[src/rtl/eclog_pkg.sv]
// Shared types, constants and helper functions of the circular log block.
// Used by eclog_ctrl, eclog_datapath and the top level; depends on nothing.
`default_nettype none

package eclog_pkg;

    // Byte store geometry and record layout.
    localparam int STORE_BYTES    = 1024;
    localparam int AW             = $clog2(STORE_BYTES);
    localparam int CRC_BYTES      = 2;
    localparam int MAX_USER_BYTES = 64;
    localparam logic [31:0] FILLER_WORD = 32'hddff_ffff;

    // Command codes.
    typedef enum logic [1:0] {
        CMD_LOAD   = 2'd0,
        CMD_READ   = 2'd1,
        CMD_APPEND = 2'd2,
        CMD_RESCAN = 2'd3
    } t_cmd;

    // Configuration register indexes.
    localparam logic [2:0] CFG_SLOT_BEGIN    = 3'd0;
    localparam logic [2:0] CFG_SLOT_LENGTH   = 3'd1;
    localparam logic [2:0] CFG_USER_BYTES    = 3'd2;
    localparam logic [2:0] CFG_COUNTER_BYTES = 3'd3;
    localparam logic [2:0] CFG_COUNTER_MAX   = 3'd4;

    // Commands from the controller to the datapath.
    typedef struct packed {
        logic latch;      // capture the accepted command
        logic clr_wr;     // erase one byte during the clearing pass
        logic raw_wr;     // raw byte load
        logic raw_cap;    // capture raw read data
        logic scan_init;  // start a rescan at the slot begin
        logic scan_begin; // start reading one counter
        logic scan_acc;   // take one counter byte
        logic scan_eval;  // judge one counter and step to the next start
        logic scan_done;  // commit the rescan result
        logic place;      // place a new record
        logic hdr_wr;     // write one header byte
        logic data_wr;    // write one user data byte
    } t_ctl_cmd;

    // Status from the datapath to the controller.
    typedef struct packed {
        logic clr_last;   // last byte of the clearing pass
        logic scan_more;  // another record start to examine
        logic acc_last;   // last counter byte
        logic hdr_last;   // last header byte
        logic need_start; // next append byte opens a record
        logic is_append;  // latched command is an append
    } t_ctl_sts;

    // Byte k of the filler pattern, little-endian.
    function automatic logic [7:0] filler_byte(input logic [1:0] k);
        logic [7:0] b;
        case (k)
            2'd0:    b = FILLER_WORD[7:0];
            2'd1:    b = FILLER_WORD[15:8];
            2'd2:    b = FILLER_WORD[23:16];
            default: b = FILLER_WORD[31:24];
        endcase
        return b;
    endfunction

endpackage

`default_nettype wire

[src/rtl/eclog_ctrl.sv]
// Controller state machine of the circular log.
// Depends on eclog_pkg; commands eclog_datapath through t_ctl_cmd.
`default_nettype none

module eclog_ctrl (
    input  wire logic                i_clk,
    input  wire logic                i_rst_n,
    input  wire logic                i_start,
    input  wire logic [1:0]          i_command,
    input  wire eclog_pkg::t_ctl_sts i_sts,
    output eclog_pkg::t_ctl_cmd      o_cmd,
    output logic                     o_busy,
    output logic                     o_valid
);

    typedef enum logic [11:0] {
        S_CLEAR     = 12'b0000_0000_0001,
        S_IDLE      = 12'b0000_0000_0010,
        S_RAW_WR    = 12'b0000_0000_0100,
        S_RAW_RD    = 12'b0000_0000_1000,
        S_RAW_CAP   = 12'b0000_0001_0000,
        S_SCAN_CHK  = 12'b0000_0010_0000,
        S_SCAN_RD   = 12'b0000_0100_0000,
        S_SCAN_ACC  = 12'b0000_1000_0000,
        S_SCAN_EVAL = 12'b0001_0000_0000,
        S_PLACE     = 12'b0010_0000_0000,
        S_WR_HDR    = 12'b0100_0000_0000,
        S_WR_DATA   = 12'b1000_0000_0000
    } t_state;

    t_state r_state;
    t_state n_state;
    logic   r_valid;
    logic   n_valid;

    // Next state and datapath commands.
    always_comb begin
        n_state = r_state;
        n_valid = 1'b0;
        o_cmd   = '0;
        case (r_state)
            S_CLEAR: begin
                o_cmd.clr_wr = 1'b1;
                if (i_sts.clr_last) begin
                    n_state = S_IDLE;
                end
            end
            S_IDLE: begin
                if (i_start) begin
                    o_cmd.latch = 1'b1;
                    case (i_command)
                        eclog_pkg::CMD_LOAD: n_state = S_RAW_WR;
                        eclog_pkg::CMD_READ: n_state = S_RAW_RD;
                        eclog_pkg::CMD_APPEND: begin
                            if (i_sts.need_start) begin
                                o_cmd.scan_init = 1'b1;
                                n_state = S_SCAN_CHK;
                            end else begin
                                n_state = S_WR_DATA;
                            end
                        end
                        default: begin
                            o_cmd.scan_init = 1'b1;
                            n_state = S_SCAN_CHK;
                        end
                    endcase
                end
            end
            S_RAW_WR: begin
                o_cmd.raw_wr = 1'b1;
                n_valid      = 1'b1;
                n_state      = S_IDLE;
            end
            S_RAW_RD: begin
                n_state = S_RAW_CAP;
            end
            S_RAW_CAP: begin
                o_cmd.raw_cap = 1'b1;
                n_valid       = 1'b1;
                n_state       = S_IDLE;
            end
            S_SCAN_CHK: begin
                if (i_sts.scan_more) begin
                    o_cmd.scan_begin = 1'b1;
                    n_state = S_SCAN_RD;
                end else begin
                    o_cmd.scan_done = 1'b1;
                    if (i_sts.is_append) begin
                        n_state = S_PLACE;
                    end else begin
                        n_valid = 1'b1;
                        n_state = S_IDLE;
                    end
                end
            end
            S_SCAN_RD: begin
                n_state = S_SCAN_ACC;
            end
            S_SCAN_ACC: begin
                o_cmd.scan_acc = 1'b1;
                n_state = i_sts.acc_last ? S_SCAN_EVAL : S_SCAN_RD;
            end
            S_SCAN_EVAL: begin
                o_cmd.scan_eval = 1'b1;
                n_state = S_SCAN_CHK;
            end
            S_PLACE: begin
                o_cmd.place = 1'b1;
                n_state = S_WR_HDR;
            end
            S_WR_HDR: begin
                o_cmd.hdr_wr = 1'b1;
                if (i_sts.hdr_last) begin
                    n_state = S_WR_DATA;
                end
            end
            S_WR_DATA: begin
                o_cmd.data_wr = 1'b1;
                n_valid       = 1'b1;
                n_state       = S_IDLE;
            end
            default: begin
                n_state = S_IDLE;
            end
        endcase
    end

    // State and result strobe registers.
    always_ff @(posedge i_clk) begin
        if (!i_rst_n) begin
            r_state <= S_CLEAR;
            r_valid <= 1'b0;
        end else begin
            r_state <= n_state;
            r_valid <= n_valid;
        end
    end

    assign o_busy  = (r_state != S_IDLE);
    assign o_valid = r_valid;

endmodule

`default_nettype wire

[config.mk]
export PLATFORM = sky130hd
export DESIGN_NAME = eclog_ctrl
export DESIGN_NICKNAME = d
export VERILOG_FILES = /design/src/rtl/eclog_pkg.sv /design/src/rtl/eclog_ctrl.sv
export SDC_FILE = /design/constraint.sdc
export NUM_CORES = 1
export LEC_CHECK = 0
export BUFFER_PORTS_ARGS = -buffer_cell sky130_fd_sc_hd__buf_2
export CAP_MARGIN = 5
export CORE_AREA = 2 2 46 52
export DETAILED_ROUTE_END_ITERATION = 8
export DIE_AREA = 0 0 48 54
export PLACE_DENSITY = 0.67
export SETUP_SLACK_MARGIN = 0.2
export SLEW_MARGIN = 20
export SYNTH_ARGS = -nofsm -noshare
export SYNTH_HDL_FRONTEND = slang
export SYNTH_SLANG_ARGS = --single-unit
[constraint.sdc]
create_clock -name i_clk -period 3.8 [get_ports i_clk]
set_clock_uncertainty 0.05 [all_clocks]
set_input_delay 0.19 -clock i_clk [delete_from_list [all_inputs] [get_ports i_clk]]
set_output_delay 0.19 -clock i_clk [all_outputs]
set_load 0.1 [all_outputs]
==> results of run 1 <==
## state kept, by name (all words and copies together), names as in the netlist
signal,cells
o_valid,1
r_state,12
## critical path, cell delays in order, from the launching register on
cell	delay, ns
dfxtp_1	0.41
or4_4	0.60
nor3_1	0.41
nand4b_1	0.23
inv_1	0.10
buf_2	0.43
## area by class of cell
type                            count  area [µm²]  area share (%)
Multi-Input combinational cell     72         523            53.5
Sequential cell                    13         260            26.6
Timing Repair Buffer               24         120            12.3
Tap cell                           30        37.5            3.84
Clock buffer                        4        26.3            2.69
Inverter                            3        11.3            1.15
## power by group
group | leakage [nW] | internal, W | total, W | switching [W]
logic | 0.282 | 0.0000175 | 0.0000594 | 0.0000419
registers | 0.105 | 0.000138 | 0.000142 | 0.00000337
clock network | 0.0150 | 0.0000409 | 0.0000923 | 0.0000514
total | 0.402 | 0.000197 | 0.000293 | 0.0000967
## cells by family (layout without fill, tap and decap cells)
group | after synthesis | count (layout) | synth area share [%]
XOR/XNOR | 3 | 3 | 3.28
AND/OR/NAND/NOR | 57 | 57 | 49.1
buffers and inverters | 6 | 31 | 3.90
flip-flops | 13 | 13 | 32.4
multiplexers | 1 | 1 | 1.25
AO/OA/AOI/OAI | 11 | 11 | 9.98
## final timing paths
check / start / end / slack, ns / cells after the start
hold reg to reg: r_state[3] / r_state[4] / 0.52 / 2
setup reg to reg: r_state[0] / r_state[3] / 1.61 / 5
setup / recovery: r_state[10] / o_cmd[3] / 1.09 / 5
hold / removal: i_sts[3] / r_state[8] / 0.08 / 2
## cell usage in the layout, fill, tap and decap left out, types with 2 or more instances in the layout
cell type / count
clkbuf_4: 3
nor4_1: 5
o21a_1: 2
or2_2: 2
nor2_1: 10
buf_2: 24
nand3b_1: 3
and4_1: 2
nand2b_1: 2
nand2_1: 6
or4_4: 2
nor3b_1: 2
dfxtp_1: 13
or3_1: 2
inv_1: 3
nor3_1: 6
and3_1: 2
xor2_1: 2
o21ai_0: 2
## per-stage QoR
stage	hold slack (ns)	setup WS, ns	std cells	power [W]
3_5_place_dp	0.389	1.42	142	0.000204
3_3_place_gp	0.389	1.42	142	0.000203
6_report	0.0798	1.09	146	0.000293
5_1_grt	0.101	0.842	146	0.000304
4_1_cts	0.0891	1.11	146	0.000292
2_1_floorplan	0.234	0.256	91	0.000190
## per-layer routing
layer / vias to the layer above / track usage (%) / wire length [µm]
li1: 394 / - / -
met1: 374 / 20.8 / 898
met2: 22 / 29.3 / 979
met3: 7 / 2.35 / 80
met4: 0 / 13.1 / 74
met5: - / 0 / 0
## Yosys cell counts, drive strengths merged
cell type / instances
dfxtp: 13
nor2: 10
nor3: 7
nor4: 7
nand2: 6
inv: 3
nand3b: 3
nor3b: 3
or4: 3
and3: 2
and4: 2
buf: 2
nand2b: 2
nor4b: 2
o21a: 2
o21ai: 2
or2: 2
or3: 2
xor2: 2
a211oi: 1
a21oi: 1
a31oi: 1
a32oi: 1
and2: 1
and2b: 1
and4bb: 1
clkbuf: 1
mux2i: 1
nand4b: 1
nand4bb: 1
o2111ai: 1
o31ai: 1
o41a: 1
or3b: 1
xnor2: 1
==> impl_metrics.py, run 1 <==
metrics = {
    "route": {
        "routed-via-count": 797,
        "postRouteAntennaNets": 0,
        "drc": 0,
        "viasPerCell": 5.46,
        "dr.first_iter.drc_count": 15,
        "drt_wl_total_um": 2030,
        "wire_per_inst_um": 13.9,
        "first_pass_iters": 4,
    },
    "clock_tree": {
        "cts_tree": "built",
        "cts_resized": 0,
        "clockBufferDepth": 2,
        "path_clk_slew_ns": 0.09,
        "cts_hold_buf": 0,
        "cts_made_buffers": 3,
        "post_cts_buffers": 0,
        "cts_sinks": 13,
        "insertion_delay_ns": 0.29,
        "root_buffer": "clkbuf_4",
        "htree_levels": 1,
    },
    "floorplanning": {
        "initial_core_util_pct": 37.5,
        "die-area_mm2": 0.00259,
        "fp.dieW_um": 48,
        "coreArea_mm2": 0.00214,
        "io_pins": 25,
        "die_h_um": 54,
        "rows": 18,
    },
    "sta": {
        "period_needed_ns": 2.71,
        "final_hold_viol_count": 0,
        "finalMaxSlewViolations": 0,
        "finalSetupViolCount": 0,
        "setup_tns_ns": 0,
        "fmax_mhz": 369,
        "rsz0062_at_grt": "false",
        "worst_pin_slew_ns": 0.663,
        "period_share_pct": 71.4,
        "worst_slew_margin_rel_pct": 55.6,
    },
    "synth": {
        "synth_area_leaders": "dfxtp_1, nor2_1, nor4_1, nor3_1, nor4b_4",
        "synth.ff_latch_count": 13,
        "yosysSeqAreaShare_pct": 32.4,
        "yosysWarnings": 0,
        "synth_area_leader_cell": "dfxtp_1",
        "syn_area_um2": 802,
        "synth_area_per_cell_um2": 8.81,
        "synth_top_area_share_pct": 32.4,
        "syn_inst": 91,
        "ys_types": 41,
        "synth_fp_nets": 102,
    },
    "power": {
        "power.leakage_nw": 0.402,
        "power_density_mw_per_mm2": 300,
        "ir_drop_uv": 138,
    },
    "grt": {
        "grt_overflow_total": 0,
        "grt_first_pass_wirelength_um": 3270,
        "grt_max_degree": 10,
        "grt_pass1_vias": 775,
        "gr-usage-all-layers_pct": 18.0,
        "antenna_found_initial": 0,
    },
    "placement": {
        "gp_congestion": 0.805,
        "placed_area_um2": 952,
        "hpwl_um": 1530,
        "port_buffers": 24,
    },
    "setup_path": {
        "cp-end-kind": "output pin",
        "crit_fanout": 8,
        "worst_ep_required_time_ns": 3.56,
        "start_kind": "flop",
        "crit_type": "reg2out",
        "crit_arrival_ns": 2.47,
    },
    "run": {
        "cap_viol_max_count": 0,
    },
    "worst_hold_path": {
        "hold_class": "in2reg",
    },
    "cells_and_area": {
        "utilization_pct": 45.7,
        "drive_gt1_share_pct": 32.8,
        "fin_nets": 128,
        "diodes": 0,
        "fillers": 225,
        "area_growth_pct": 22.0,
        "final_area_um2": 978,
    },
    "outcome": {
        "outcome": "completed",
    },
}
(Power assumes the default switching activity.)
==> run 2, diff against run 1 <==
clock period = 2.7 ns   (was 3.8 ns; I/O delays follow)
==> impl_metrics.py, run 2 (synthesis results as in run 1) <==
metrics = {
    "outcome": {
        "outcome": "completed",
    },
    "cells_and_area": {
        "final_common_cell": "buf_2",
        "fin_nets": 129,
        "mostFrequentLayoutCells": "buf_2, dfxtp_1, nor2_1",
        "diodes": 0,
        "drive_gt1_share_pct": 40.2,
        "finalNonFillerCells": 147,
        "largest_register_ffs": 12,
        "fillers": 210,
        "largest_register": "r_state",
        "area_growth_pct": 36.3,
    },
    "placement": {
        "port_buffers": 24,
        "gp_congestion": 0.812,
        "dpl_worst_slack_ns": 0.334,
        "hpwl_um": 1550,
        "placedCellCount": 143,
    },
    "sta": {
        "finalSetupViolCount": 0,
        "rsz0062_at_grt": "true",
        "worst_pin_slew_ns": 0.703,
        "final_hold_viol_count": 0,
        "fmax_mhz": 413,
        "fin_ws_ns": 0.278,
        "period_needed_ns": 2.42,
        "finalMaxSlewViolations": 0,
        "setup_tns_ns": 0,
        "hold_ws_ns": 0.0370,
        "period_share_pct": 89.7,
        "worst_slew_margin_rel_pct": 52.8,
    },
    "grt": {
        "antenna_found_initial": 0,
        "grt_overflow_total": 0,
        "grt_first_pass_wirelength_um": 3150,
        "grt_max_degree": 10,
        "grt_pass1_vias": 744,
        "gr-usage-all-layers_pct": 17.7,
    },
    "floorplanning": {
        "coreArea_mm2": 0.00214,
        "rows": 18,
        "die_h_um": 54,
        "die-area_mm2": 0.00259,
        "initial_core_util_pct": 37.5,
        "io_pins": 25,
        "fp.dieW_um": 48,
    },
    "worst_hold_path": {
        "whs_path_depth": 2,
        "hold_path_end": "r_state[8]",
        "min_from": "i_sts[3]",
        "hold_class": "in2reg",
    },
    "setup_path": {
        "r2r_start": "r_state[5]",
        "r2r-end": "r_state[3]",
        "worst_ep_required_time_ns": 2.52,
        "start_kind": "flop",
        "crit_arrival_ns": 2.24,
        "reg2regPathDepth": 5,
        "reg2reg_slack_ns": 0.49,
        "cp-end-kind": "output pin",
        "crit_fanout": 9,
        "crit_type": "reg2out",
    },
    "clock_tree": {
        "htree_levels": 1,
        "cts_resized": 10,
        "cts_tree": "built",
        "root_buffer": "clkbuf_4",
        "path_clk_slew_ns": 0.08,
        "clockBufferDepth": 2,
        "cts_sinks": 13,
        "post_cts_buffers": 0,
        "cts_hold_buf": 0,
        "insertion_delay_ns": 0.28,
        "cts_made_buffers": 3,
    },
    "run": {
        "cap_viol_max_count": 0,
    },
    "power": {
        "report.power.total_w": 0.000412,
        "power.leakage_nw": 0.425,
        "ir_drop_uv": 291,
        "power_density_mw_per_mm2": 377,
    },
    "route": {
        "dr.first_iter.drc_count": 9,
        "postRouteAntennaNets": 0,
        "first_pass_iters": 4,
        "wire_per_inst_um": 13.8,
        "viasPerCell": 5.60,
        "drc": 0,
        "routed-via-count": 823,
        "drt_wl_total_um": 2030,
    },
}
[run 2: changes by cell type in the layout (fill, tap and decap cells not counted), moves of 2 or more]
cell     change
buf_2        -9
buf_4        +6
buf_6        +3
nor4_4       +3
dfxtp_1      -2
dfxtp_2      +2
nor3_1       -2
nor3_2       +2
nor4_1       -2
[run 2: area by class of cell]
type	count	area, µm²	share of cell area (%)
inverter	3	11.3	1.03
clock buffer	4	26.3	2.40
sequential	13	263	24.0
tap	30	37.5	3.43
multi-input combinational	72	594	54.3
timing repair buffer	25	161	14.8
[run 2: critical path: stages (launching register included)]
cell	delay, ns
dfxtp_1	0.43
or4_1	0.58
or3_4	0.41
nor4b_4	0.27
buf_6	0.27
[run 2: power breakdown]
group / internal (W) / switching [W] / total, W
registers: 0.000195 / 0.00000496 / 0.000200
logic: 0.0000289 / 0.0000613 / 0.0000902
clock network: 0.0000573 / 0.0000645 / 0.000122
total: 0.000281 / 0.000131 / 0.000412
[run 2: worst max-delay path by stage]
stage	depth (start not counted)	start	endpoint	slack (ns)
after CTS	5	r_state[10]	o_cmd[9]	0.15
after global routing	5	r_state[10]	o_cmd[7]	0.17
final	4	r_state[5]	o_cmd[4]	0.28
after global placement	4	r_state[2]	o_cmd[4]	0.35
after detailed placement	4	r_state[2]	o_cmd[4]	0.33
after floorplan	6	r_state[0]	r_state[5]	-0.13
[run 2: metrics by stage]
step | instance area (µm²) | util [%]
global placement | 993 | 46.4
floorplan | 848 | -
detailed placement | 993 | 46.4
global route | 1090 | 51.1
CTS | 1050 | 49.0
finish | 1090 | 51.1
[run 2: routing by layer]
layer | wire (µm) | track usage, % | vias to the layer above
li1 | - | - | 398
met5 | 0 | 0 | -
met2 | 1000 | 27.1 | 26
met4 | 70 | 12.6 | 0
met3 | 80 | 6.38 | 6
met1 | 873 | 19.7 | 393
